$ cat config.mk
export PLATFORM = sky130hd
export DESIGN_NAME = http_chunked_body_decoder_unit
export DESIGN_NICKNAME = d
export VERILOG_FILES = /design/src/hdl/hcbd_pkg.sv /design/src/hdl/http_chunked_body_decoder_unit.sv /design/src/hdl/hcbd_line.sv /design/src/hdl/hcbd_core.sv
export SDC_FILE = /design/constraint.sdc
export NUM_CORES = 1
export LEC_CHECK = 0
export ABC_AREA = 1
export BUFFER_PORTS_ARGS = -buffer_cell sky130_fd_sc_hd__buf_2
export CORE_MARGIN = 2
export CORE_UTILIZATION = 55
export DETAILED_ROUTE_END_ITERATION = 8
export GPL_TIMING_DRIVEN = 0
export PLACE_DENSITY = 0.76
export SYNTH_ARGS = -nofsm -noshare
export SYNTH_HDL_FRONTEND = slang
export SYNTH_HIERARCHICAL = 1
export SYNTH_SLANG_ARGS = --single-unit
$ cat constraint.sdc
create_clock -name clk -period 6.6 [get_ports clk]
set_clock_uncertainty 0.05 [all_clocks]
set_input_delay 1.32 -clock clk [delete_from_list [all_inputs] [get_ports clk]]
set_output_delay 1.32 -clock clk [all_outputs]
set_load 0.01 [all_outputs]
$ cat src/hdl/hcbd_pkg.sv
// Shared types, constants and helpers for the chunked HTTP body decoder.
// No dependencies; used by every module of the decoder.
package hcbd_pkg;

	localparam int DefaultLengthBits  = 32;
	localparam int DefaultMaxHexDigits = 8;

	localparam logic [7:0] CharCr = 8'h0D;
	localparam logic [7:0] CharLf = 8'h0A;

	localparam logic [1:0] StatusBusy = 2'd0;
	localparam logic [1:0] StatusOk   = 2'd1;
	localparam logic [1:0] StatusBad  = 2'd2;

	localparam logic [3:0] DigitCountMax = 4'd15;

	typedef enum logic [5:0] {
		PH_SIZE  = 6'b000001,
		PH_DATA  = 6'b000010,
		PH_CR    = 6'b000100,
		PH_LF    = 6'b001000,
		PH_DONE  = 6'b010000,
		PH_ERROR = 6'b100000
	} phase_t;

	typedef struct packed {
		logic [3:0] digits;
		logic       invalid;
		logic       cr_pending;
	} line_flags_t;

	typedef struct packed {
		logic        payload_valid;
		logic [7:0]  payload_byte;
		logic [1:0]  decode_status;
		logic [31:0] decoded_length;
	} result_t;

	// Returns {is_hex, value}.
	function automatic logic [4:0] hex_decode(input logic [7:0] c);
		logic [4:0] r;
		begin
			r = 5'd0;
			if (c >= 8'h30 && c <= 8'h39) begin
				r = {1'b1, 4'(c - 8'h30)};
			end else if (c >= 8'h41 && c <= 8'h46) begin
				r = {1'b1, 4'(c - 8'h37)};
			end else if (c >= 8'h61 && c <= 8'h66) begin
				r = {1'b1, 4'(c - 8'h57)};
			end
			return r;
		end
	endfunction

endpackage

$ cat src/hdl/http_chunked_body_decoder_unit.sv
// Top level of the chunked HTTP body decoder: input register, decoder core
// and result register. Depends on hcbd_pkg and hcbd_core.
//
// Body bytes arrive on the s_ stream, one byte per transfer, with s_tlast on
// the final byte of each body. Every input transfer yields exactly one result
// transfer on the m_ stream, carrying the payload byte (when the byte belongs
// to a chunk), the decode status and the running decoded length.
// A byte is held in the input register and its result is computed into the
// result register once that register is empty or its result is being taken,
// and is then presented on m_tvalid. One byte per cycle is sustained while the
// receiver keeps m_tready high; the throughput is set by the single per-byte
// state update in the core.
// When the receiver stalls, the result register holds its value and the input
// register still takes one more byte; further input waits on s_tready until
// the result is taken. Reset clears both registers' valid flags and returns
// the decoder to the start of a size line with a zero length. A transfer with
// s_tlast also returns the decoder to that state after its result is formed.
module http_chunked_body_decoder_unit #(
	parameter int LENGTH_BITS    = hcbd_pkg::DefaultLengthBits,
	parameter int MAX_HEX_DIGITS = hcbd_pkg::DefaultMaxHexDigits
) (
	input  logic        clk,
	input  logic        arst_n,
	input  logic        s_tvalid,
	output logic        s_tready,
	input  logic [7:0]  s_tdata,   // [7:0] body_byte
	input  logic        s_tlast,   // body_last
	output logic        m_tvalid,
	input  logic        m_tready,
	output logic [47:0] m_tdata    // [0] payload_valid, [8:1] payload_byte,
	                               // [10:9] decode_status, [42:11] decoded_length
);

	logic              valid_s1;
	logic [7:0]        byte_s1;
	logic              last_s1;
	logic              valid_s2;
	hcbd_pkg::result_t result_s2;
	hcbd_pkg::result_t result;
	logic              advance;

	assign advance  = valid_s1 && (!valid_s2 || m_tready);
	assign s_tready = !valid_s1 || advance;

	hcbd_core #(
		.LENGTH_BITS   (LENGTH_BITS),
		.MAX_HEX_DIGITS(MAX_HEX_DIGITS)
	) u_core (
		.clk      (clk),
		.arst_n   (arst_n),
		.step     (advance),
		.body_byte(byte_s1),
		.body_last(last_s1),
		.result   (result)
	);

	always_ff @(posedge clk or negedge arst_n) begin
		if (!arst_n) begin
			valid_s1 <= 1'b0;
			valid_s2 <= 1'b0;
		end else begin
			if (s_tready) begin
				valid_s1 <= s_tvalid;
			end
			if (advance) begin
				valid_s2 <= 1'b1;
			end else if (m_tready) begin
				valid_s2 <= 1'b0;
			end
		end
	end

	always_ff @(posedge clk) begin
		if (s_tready && s_tvalid) begin
			byte_s1 <= s_tdata;
			last_s1 <= s_tlast;
		end
		if (advance) begin
			result_s2 <= result;
		end
	end

	assign m_tvalid = valid_s2;
	assign m_tdata  = {5'd0, result_s2.decoded_length, result_s2.decode_status,
		result_s2.payload_byte, result_s2.payload_valid};

endmodule

$ cat src/hdl/hcbd_line.sv
// Size line parser: folds one byte into the hex size being collected.
// Depends on hcbd_pkg.
module hcbd_line #(
	parameter int LENGTH_BITS    = hcbd_pkg::DefaultLengthBits,
	parameter int MAX_HEX_DIGITS = hcbd_pkg::DefaultMaxHexDigits
) (
	input  logic [7:0]             body_byte,
	input  logic [LENGTH_BITS-1:0] acc,
	input  hcbd_pkg::line_flags_t  flags,
	output logic [LENGTH_BITS-1:0] acc_next,
	output hcbd_pkg::line_flags_t  flags_next,
	output logic                   line_end
);

	logic [4:0] hex;
	logic       too_big;

	assign hex     = hcbd_pkg::hex_decode(body_byte);
	assign too_big = ({1'b0, flags.digits} >= 5'(MAX_HEX_DIGITS))
		|| (acc[LENGTH_BITS-1 -: 4] != 4'd0);

	always_comb begin
		acc_next   = acc;
		flags_next = flags;
		line_end   = 1'b0;
		if (flags.cr_pending && body_byte == hcbd_pkg::CharLf) begin
			line_end = 1'b1;
		end else begin
			if (flags.cr_pending) begin
				flags_next.invalid    = 1'b1;
				flags_next.cr_pending = 1'b0;
			end
			if (body_byte == hcbd_pkg::CharCr) begin
				flags_next.cr_pending = 1'b1;
			end else if (!hex[4]) begin
				flags_next.invalid = 1'b1;
			end else if (!flags_next.invalid && !(acc == '0 && hex[3:0] == 4'd0)) begin
				if (too_big) begin
					flags_next.invalid = 1'b1;
				end else begin
					acc_next = {acc[LENGTH_BITS-5:0], hex[3:0]};
					if (flags.digits != hcbd_pkg::DigitCountMax) begin
						flags_next.digits = flags.digits + 4'd1;
					end
				end
			end
		end
	end

endmodule

$ cat src/hdl/hcbd_core.sv
// Decoder state and phase machine; produces one result per stepped byte.
// Depends on hcbd_pkg and hcbd_line.
module hcbd_core #(
	parameter int LENGTH_BITS    = hcbd_pkg::DefaultLengthBits,
	parameter int MAX_HEX_DIGITS = hcbd_pkg::DefaultMaxHexDigits
) (
	input  logic              clk,
	input  logic              arst_n,
	input  logic              step,
	input  logic [7:0]        body_byte,
	input  logic              body_last,
	output hcbd_pkg::result_t result
);

	hcbd_pkg::phase_t      phase_q, phase_d;
	logic [LENGTH_BITS-1:0] remaining_q, remaining_d;
	logic [LENGTH_BITS-1:0] acc_q, acc_d, acc_line;
	hcbd_pkg::line_flags_t flags_q, flags_d, flags_line;
	logic [31:0]           total_q, total_d;
	logic                  line_end;
	logic [LENGTH_BITS-1:0] remaining_dec;

	hcbd_line #(
		.LENGTH_BITS   (LENGTH_BITS),
		.MAX_HEX_DIGITS(MAX_HEX_DIGITS)
	) u_line (
		.body_byte (body_byte),
		.acc       (acc_q),
		.flags     (flags_q),
		.acc_next  (acc_line),
		.flags_next(flags_line),
		.line_end  (line_end)
	);

	assign remaining_dec = remaining_q - LENGTH_BITS'(1);

	always_comb begin
		phase_d     = phase_q;
		remaining_d = remaining_q;
		acc_d       = acc_q;
		flags_d     = flags_q;
		total_d     = total_q;
		result      = '0;
		case (phase_q)
			hcbd_pkg::PH_SIZE: begin
				if (line_end) begin
					if (flags_q.invalid) begin
						phase_d = hcbd_pkg::PH_ERROR;
					end else if (acc_q == '0) begin
						phase_d = hcbd_pkg::PH_DONE;
					end else begin
						remaining_d = acc_q;
						phase_d     = hcbd_pkg::PH_DATA;
					end
					acc_d   = '0;
					flags_d = '0;
				end else begin
					acc_d   = acc_line;
					flags_d = flags_line;
				end
			end
			hcbd_pkg::PH_DATA: begin
				result.payload_valid = 1'b1;
				result.payload_byte  = body_byte;
				total_d              = total_q + 32'd1;
				remaining_d          = remaining_dec;
				if (remaining_dec == '0) begin
					phase_d = hcbd_pkg::PH_CR;
				end
			end
			hcbd_pkg::PH_CR: begin
				phase_d = (body_byte == hcbd_pkg::CharCr) ? hcbd_pkg::PH_LF
					: hcbd_pkg::PH_ERROR;
			end
			hcbd_pkg::PH_LF: begin
				phase_d = (body_byte == hcbd_pkg::CharLf) ? hcbd_pkg::PH_SIZE
					: hcbd_pkg::PH_ERROR;
			end
			hcbd_pkg::PH_DONE, hcbd_pkg::PH_ERROR: begin
				phase_d = phase_q;
			end
			default: begin
				phase_d = hcbd_pkg::PH_ERROR;
			end
		endcase

		if (phase_d == hcbd_pkg::PH_DONE) begin
			result.decode_status = hcbd_pkg::StatusOk;
		end else if (phase_d == hcbd_pkg::PH_ERROR) begin
			result.decode_status = hcbd_pkg::StatusBad;
		end else if (body_last) begin
			result.decode_status = (phase_d == hcbd_pkg::PH_SIZE) ? hcbd_pkg::StatusOk
				: hcbd_pkg::StatusBad;
		end else begin
			result.decode_status = hcbd_pkg::StatusBusy;
		end
		result.decoded_length = total_d;
	end

	always_ff @(posedge clk or negedge arst_n) begin
		if (!arst_n) begin
			phase_q     <= hcbd_pkg::PH_SIZE;
			remaining_q <= '0;
			acc_q       <= '0;
			flags_q     <= '0;
			total_q     <= '0;
		end else if (step) begin
			if (body_last) begin
				phase_q     <= hcbd_pkg::PH_SIZE;
				remaining_q <= '0;
				acc_q       <= '0;
				flags_q     <= '0;
				total_q     <= '0;
			end else begin
				phase_q     <= phase_d;
				remaining_q <= remaining_d;
				acc_q       <= acc_d;
				flags_q     <= flags_d;
				total_q     <= total_d;
			end
		end
	end

endmodule

## Word level (Yosys, flattened, before mapping)

Cells that the tools add are included.

- Bits in registers: 162
- Bits of input ports: 13
- Output and inout port bits: 50
- Word-level logic and storage cells: 123

- Add/subtract/negate cells: 6
- $lt $le $gt $ge: 7
- Equal/unequal tests: 18
- Muxes and demuxes: 47
- Reductions and logical operators: 30

Operator list:

| cell | count |
|---|---|
| 2-to-1 mux 32 bit | 14 |
| zero test 32 bit | 2 |
| one-hot mux 32 bit (2 select lines) | 1 |
| 2-to-1 mux 6 bit | 10 |
| adder 32 x 1 -> 32 bit, second input constant | 1 |
| subtractor 32 x 1 -> 32 bit, second input constant | 1 |
| 2-to-1 mux 5 bit | 6 |
| one-hot mux 6 bit (5 select lines) | 1 |
| equality test 8 x 4 -> 1 bit, second input constant | 2 |
| >= comparator 8 x 7 -> 1 bit, second input constant | 2 |
| <= comparator 8 x 7 -> 1 bit, second input constant | 2 |
| equality test 6 x 1 -> 1 bit, second input constant | 2 |
| equality test 6 x 5 -> 1 bit, second input constant | 2 |
| equality test 6 bit, second input constant | 2 |
| 2-to-1 mux 4 bit | 3 |
| != test 3 x 2 -> 1 bit, second input constant | 4 |
| nonzero test 3 bit | 4 |
| 2-to-1 mux 2 bit | 5 |
| 2-to-1 mux 9 bit | 1 |
| >= comparator 8 x 6 -> 1 bit, second input constant | 1 |
| <= comparator 8 x 6 -> 1 bit, second input constant | 1 |
| logical AND 1 bit | 8 |
| AND reduction 8 bit | 1 |
| subtractor 4 x 3 -> 4 bit, second input constant | 2 |
| other kinds (18) | 30 |

## Depth between registers and ports, before layout

- Word-level depth: 16
- Depth in mapped cells: 18
- Gate-level depth less buffers: 18

## Cells and area by module

The synthesis kept the hierarchy.

Modules (own cells, without submodules):

| module | times used | cells an instance | area an instance (µm²) | sequential area each (µm²) |
|---|---|---|---|---|
| hcbd_core | 1 | 922 | 6,612.6 | 2,703.8 |
| http_chunked_body_decoder_unit | 1 | 70 | 1,697.9 | 1,611.5 |
| hcbd_line | 1 | 202 | 1,061.0 | 0.0 |

## Worst setup path before layout

No wires, ideal clock.

- Path type: input-to-reg
- From: input m_tready
- To: register u_core.acc_q[10]
- Setup time: 0.130 ns
- Arrival time: 5.425 ns
- Required time: 6.420 ns
- Setup slack: 0.995 ns
- Stages: 7
- Buffers on the path: 2
- Cells stage by stage: inv_2 > a21oi_1 > clkinv_1 > a21oi_1 > buf_2 > clkbuf_1 > o21ai_0

- Word-level cells in the longest chain between the ends: 3

Ends and longest elaborated chain:

| item | line | source |
|---|---|---|
| start, declared | http_chunked_body_decoder_unit.sv:29 | `input logic m_tready,` |
| logical OR 1 bit | http_chunked_body_decoder_unit.sv:42 | `assign advance = valid_s1 && (!valid_s2 \|\| m_tready);` |
| logical AND 1 bit | http_chunked_body_decoder_unit.sv:42 |  |
| net advance | http_chunked_body_decoder_unit.sv:40 | `logic advance;` |
| AND reduction 7 bit (no source line) | n/a |  |
| end signal, assigned | hcbd_core.sv:104 | `acc_q <= '0;` |
| end signal, assigned | hcbd_core.sv:111 | `acc_q <= '0;` |
| end signal, assigned | hcbd_core.sv:117 | `acc_q <= acc_d;` |
| end, declared | hcbd_core.sv:17 | `logic [LENGTH_BITS-1:0] acc_q, acc_d, acc_line;` |

The timed path passes the listed nets, and every way through them passes these cells.
A chain may end at the register's enable or synchronous reset.

## Worst setup path after layout

- From: input m_tready
- To: register u_core.acc_q[8]

The elaborated chain is that of the path after synthesis.

==> impl_metrics.tcl <==
set metrics [dict create \
    cpMostUsedCell "buf_2" \
    worst_hold_path.endpoint "u_core/total_q[31]$_DFFE_PN0P_" \
    grtUsageTotal_pct 27.2 \
    critPathKind "input pin to flip-flop" \
    design.die.area_mm2 0.0181 \
    cp_top_family "buffers and inverters" \
    outcome "finished clean" \
    postcts_setup_bufs 0 \
    synth_cell_types 45 \
    worst_hold_path_type "flip-flop to flip-flop" \
    placeableCoreArea_mm2 0.0166 \
    seq_area_frac_synth_pct 46.0 \
    hold_path.startpoint "u_core/total_q[31]$_DFFE_PN0P_" \
    gpl.final_weighted_congestion 0.932 \
    cts-htree-levels 4 \
    grt_start_max_net_pins 82 \
    finalHoldViolations 0 \
    achievable-frequency_mhz 291 \
    holdBufCountCts 0 \
    worstHoldPathCells 2 \
    fillers 1434 \
    die_span_y_um 135 \
    dr.pass1.iters 7 \
    detailroute.via_count 8398 \
    dr.max_layer_used "met4" \
    tritoncts_clock_tree "done" \
    multi_input_area_mm2 0.00417 \
    post-route-period-util_pct 52.0 \
    seq_area_mm2 0.00432 \
    numPortBuffers 57 \
    setup.worst_path.start_class "input pin" \
    syn2layout_area_growth_pct 13.4 \
    std_cell_rows 47 \
    crit_start "m_tready" \
    ioPinCount 63 \
    setup_tns_ns 0 \
    timing_max_transition_violations_final 0 \
    timing.critical_path.to_type "flip-flop" \
    synth_ff_type "dfrtp_1" \
    detail_placement_hpwl_mm 17.3 \
    synthesis.yosys.warnings 6 \
    number_of_flops_mapped_to_enable_cells_by_yosys 52 \
    synth_largest_area_cell "dfrtp_1" \
    antenna_violating_nets_post_route 0 \
    slew-limit-headroom_pct 56.7 \
    syn_area_per_cell_um2 7.85 \
    initialDrtViolationCount 999 \
    tightestPinTransition_ns 0.650 \
    area_share_of_the_leading_cell_type_in_the_synthesized_netlist_pct 29.1 \
    nNetsFinal 1299 \
    postSynth.asyncResetShare_pct 67.9 \
    number_of_global_route_vias_before_repair 7729 \
    worst_r2r_endpoint "u_core/acc_q[8]$_DFFE_PN0P_" \
    floorplan.initialDensity_pct 56.3 \
    cts-root-buf "clkbuf_16" \
    post_drt_wl_per_cell_um 15.9 \
    setup_viol 0 \
    crit_path_cell_trace "buf_2 -> inv_2 -> a21oi_4 -> clkinv_1 -> a21oi_1 -> buf_2 -> clkbuf_1 -> o21ai_0" \
    grt_remaining_overflow 0 \
    die_width_um 135 \
    drc_errors 0 \
    global_route_wire_length_before_repair_mm 38.7 \
    insertion_delay_ns 0.43 \
    cts_buffer_depth 2 \
    timing.critical_path.slowest_stage_cell "a21oi_4" \
    mappedNetlistArea_mm2 0.00937 \
    timing.final.crit_period_ns 3.43 \
    critical_path_depth 8 \
    critical-path-max-stage-delay_ns 0.52 \
    r2r-start "m_tvalid$_DFFE_PN0P_" \
    cts.clk_slew.worst_paths_ns 0.06 \
    cts_repair_resize_count 0 \
    synth_area_leaders "dfrtp_1, edfxtp_1, nand2_1, inv_1, nor2_1" \
    register_to_register_setup_slack_ns 3.72 \
    power.static_leakage_nw 5.28 \
    layout-drive-gt1-share_pct 13.1 \
    clkSinkCount 162 \
    powerDensity_mw_per_mm2 224 \
    timing.critical_path.buf_inv 5 \
    wl_met1_mm 10.9 \
    vdd_drop_max_uv 193 \
    critical_path_arrival_ns 3.67 \
    design_area_mm2 0.0106 \
    antenna_violations_before_repair 0 \
    synthesis.instances 1194 \
    worst-path-max-fanout 18 \
    cts_buf_count 17 \
    worst_r2r_path_depth 6 \
    placedInstanceArea_mm2 0.0100 \
    vias_per_cell 5.57 \
    postSynthRegisterBits 162 \
    detailroute.wirelength.met2_mm 10.9 \
    drv_cap 0 \
    diodes 0 \
    wl_met3_mm 1.85 \
    cp.required_ns 6.84 \
    drt-total-wl_mm 24.0 \
    rsz0062_at_grt "false" \
]
## flip-flops by register name, summed over array words and instances, names as in the netlist
signal	count
u_core/total_q	32
u_core/flags_q	6
valid_s1	1
m_tdata	43
byte_s1	8
u_core/acc_q	32
m_tvalid	1
last_s1	1
u_core/phase_q	6
u_core/remaining_q	32
## metrics by stage
step	hold WS [ns]	setup slack, ns	util [%]	power [mW]	instances
2_1_floorplan	0.417	0.995	-	1.27	1198
3_3_place_gp	0.426	-1.09	59.8	1.35	1475
3_5_place_dp	0.449	2.77	60.2	1.36	1477
4_1_cts	0.464	3.18	63.8	2.39	1509
5_1_grt	0.512	2.99	63.8	2.46	1509
6_report	0.471	3.17	63.8	2.38	1509
## metal layers
| layer | GRT usage, % | vias up |
|---|---|---|
| met3 | 5.71 | 41 |
| met5 | 0 | - |
| met2 | 41.7 | 367 |
| li1 | - | 4054 |
| met4 | 7.84 | 0 |
| met1 | 39.4 | 3936 |
## synthesized netlist by cell type (2+ instances only)
master,count
nand2_2,7
edfxtp_1,52
a22o_1,3
xor2_1,35
clkbuf_1,20
buf_2,12
o22ai_1,37
o2111ai_1,5
nor3_1,10
o21ai_0,97
nor2_2,10
nor3_2,3
o21bai_1,5
o21ai_2,8
o21ai_1,9
nand2_1,271
nand3_2,9
mux2i_1,2
inv_2,4
clkinv_1,2
dfrtp_1,109
a21oi_1,21
buf_4,6
nor2_4,2
or2_2,2
buf_6,4
nand4_1,26
nor2_1,130
nor4_1,7
nor3_4,3
nand3_1,88
nand2_4,3
inv_1,171
ha_1,10
## cell usage in the layout (no fill, tap or decap), types with 20 or more instances in the layout
| master | netlist | routed |
|---|---|---|
| clkbuf_1 | 20 | 21 |
| xor2_1 | 35 | 35 |
| nand4_1 | 26 | 26 |
| inv_1 | 171 | 171 |
| nor2_1 | 130 | 130 |
| dfrtp_1 | 109 | 109 |
| nand2_1 | 271 | 271 |
| a21oi_1 | 21 | 20 |
| o21ai_0 | 97 | 97 |
| o22ai_1 | 37 | 37 |
| edfxtp_1 | 52 | 52 |
| nand3_1 | 88 | 88 |
| buf_2 | 12 | 68 |
## layout make-up
cell class	instances	area share (%)
flip-flops and latches	162	40.6
multi-input cells	815	39.3
inverters	177	6.25
clock buffers	19	4.28
repair buffers	59	3.19
well taps	220	2.59
plain buffers	44	2.30
clock inverters	13	1.47
## worst register-to-register path, delay by kind of cell (launching register included)
| family | cells | cell delay, ns |
|---|---|---|
| buffers and inverters | 3 | 1.11 |
| flip-flops | 1 | 0.44 |
| AO/OA/AOI/OAI | 3 | 1.13 |
## power by group
group | switching [mW] | internal [mW]
clock network | 0.444 | 0.594
logic | 0.173 | 0.0686
registers | 0.0228 | 1.08
## how the worst max path moves through the flow
| stage | end | slack (ns) |
|---|---|---|
| 3_5_place_dp | u_core/acc_q[1]$_DFFE_PN0P_ | 2.77 |
| 6_report | u_core/acc_q[8]$_DFFE_PN0P_ | 3.17 |
| 3_3_place_gp | u_core/acc_q[1]$_DFFE_PN0P_ | -1.09 |
| 5_1_grt | u_core/acc_q[8]$_DFFE_PN0P_ | 2.99 |
| 4_1_cts | u_core/acc_q[8]$_DFFE_PN0P_ | 3.18 |
| 2_1_floorplan | u_core/acc_q[10]$_DFFE_PN0P_ | 0.99 |
## cells by family after synthesis
family	synth area share [%]
XOR/XNOR	3.54
adder cells (fa/ha/maj)	1.34
multiplexers	0.214
other	0.0400
AO/OA/AOI/OAI	11.3
AND/OR/NAND/NOR	27.8
flip-flops	46.0
buffers and inverters	9.69
Note: power is estimated with default switching activity, not from simulation.
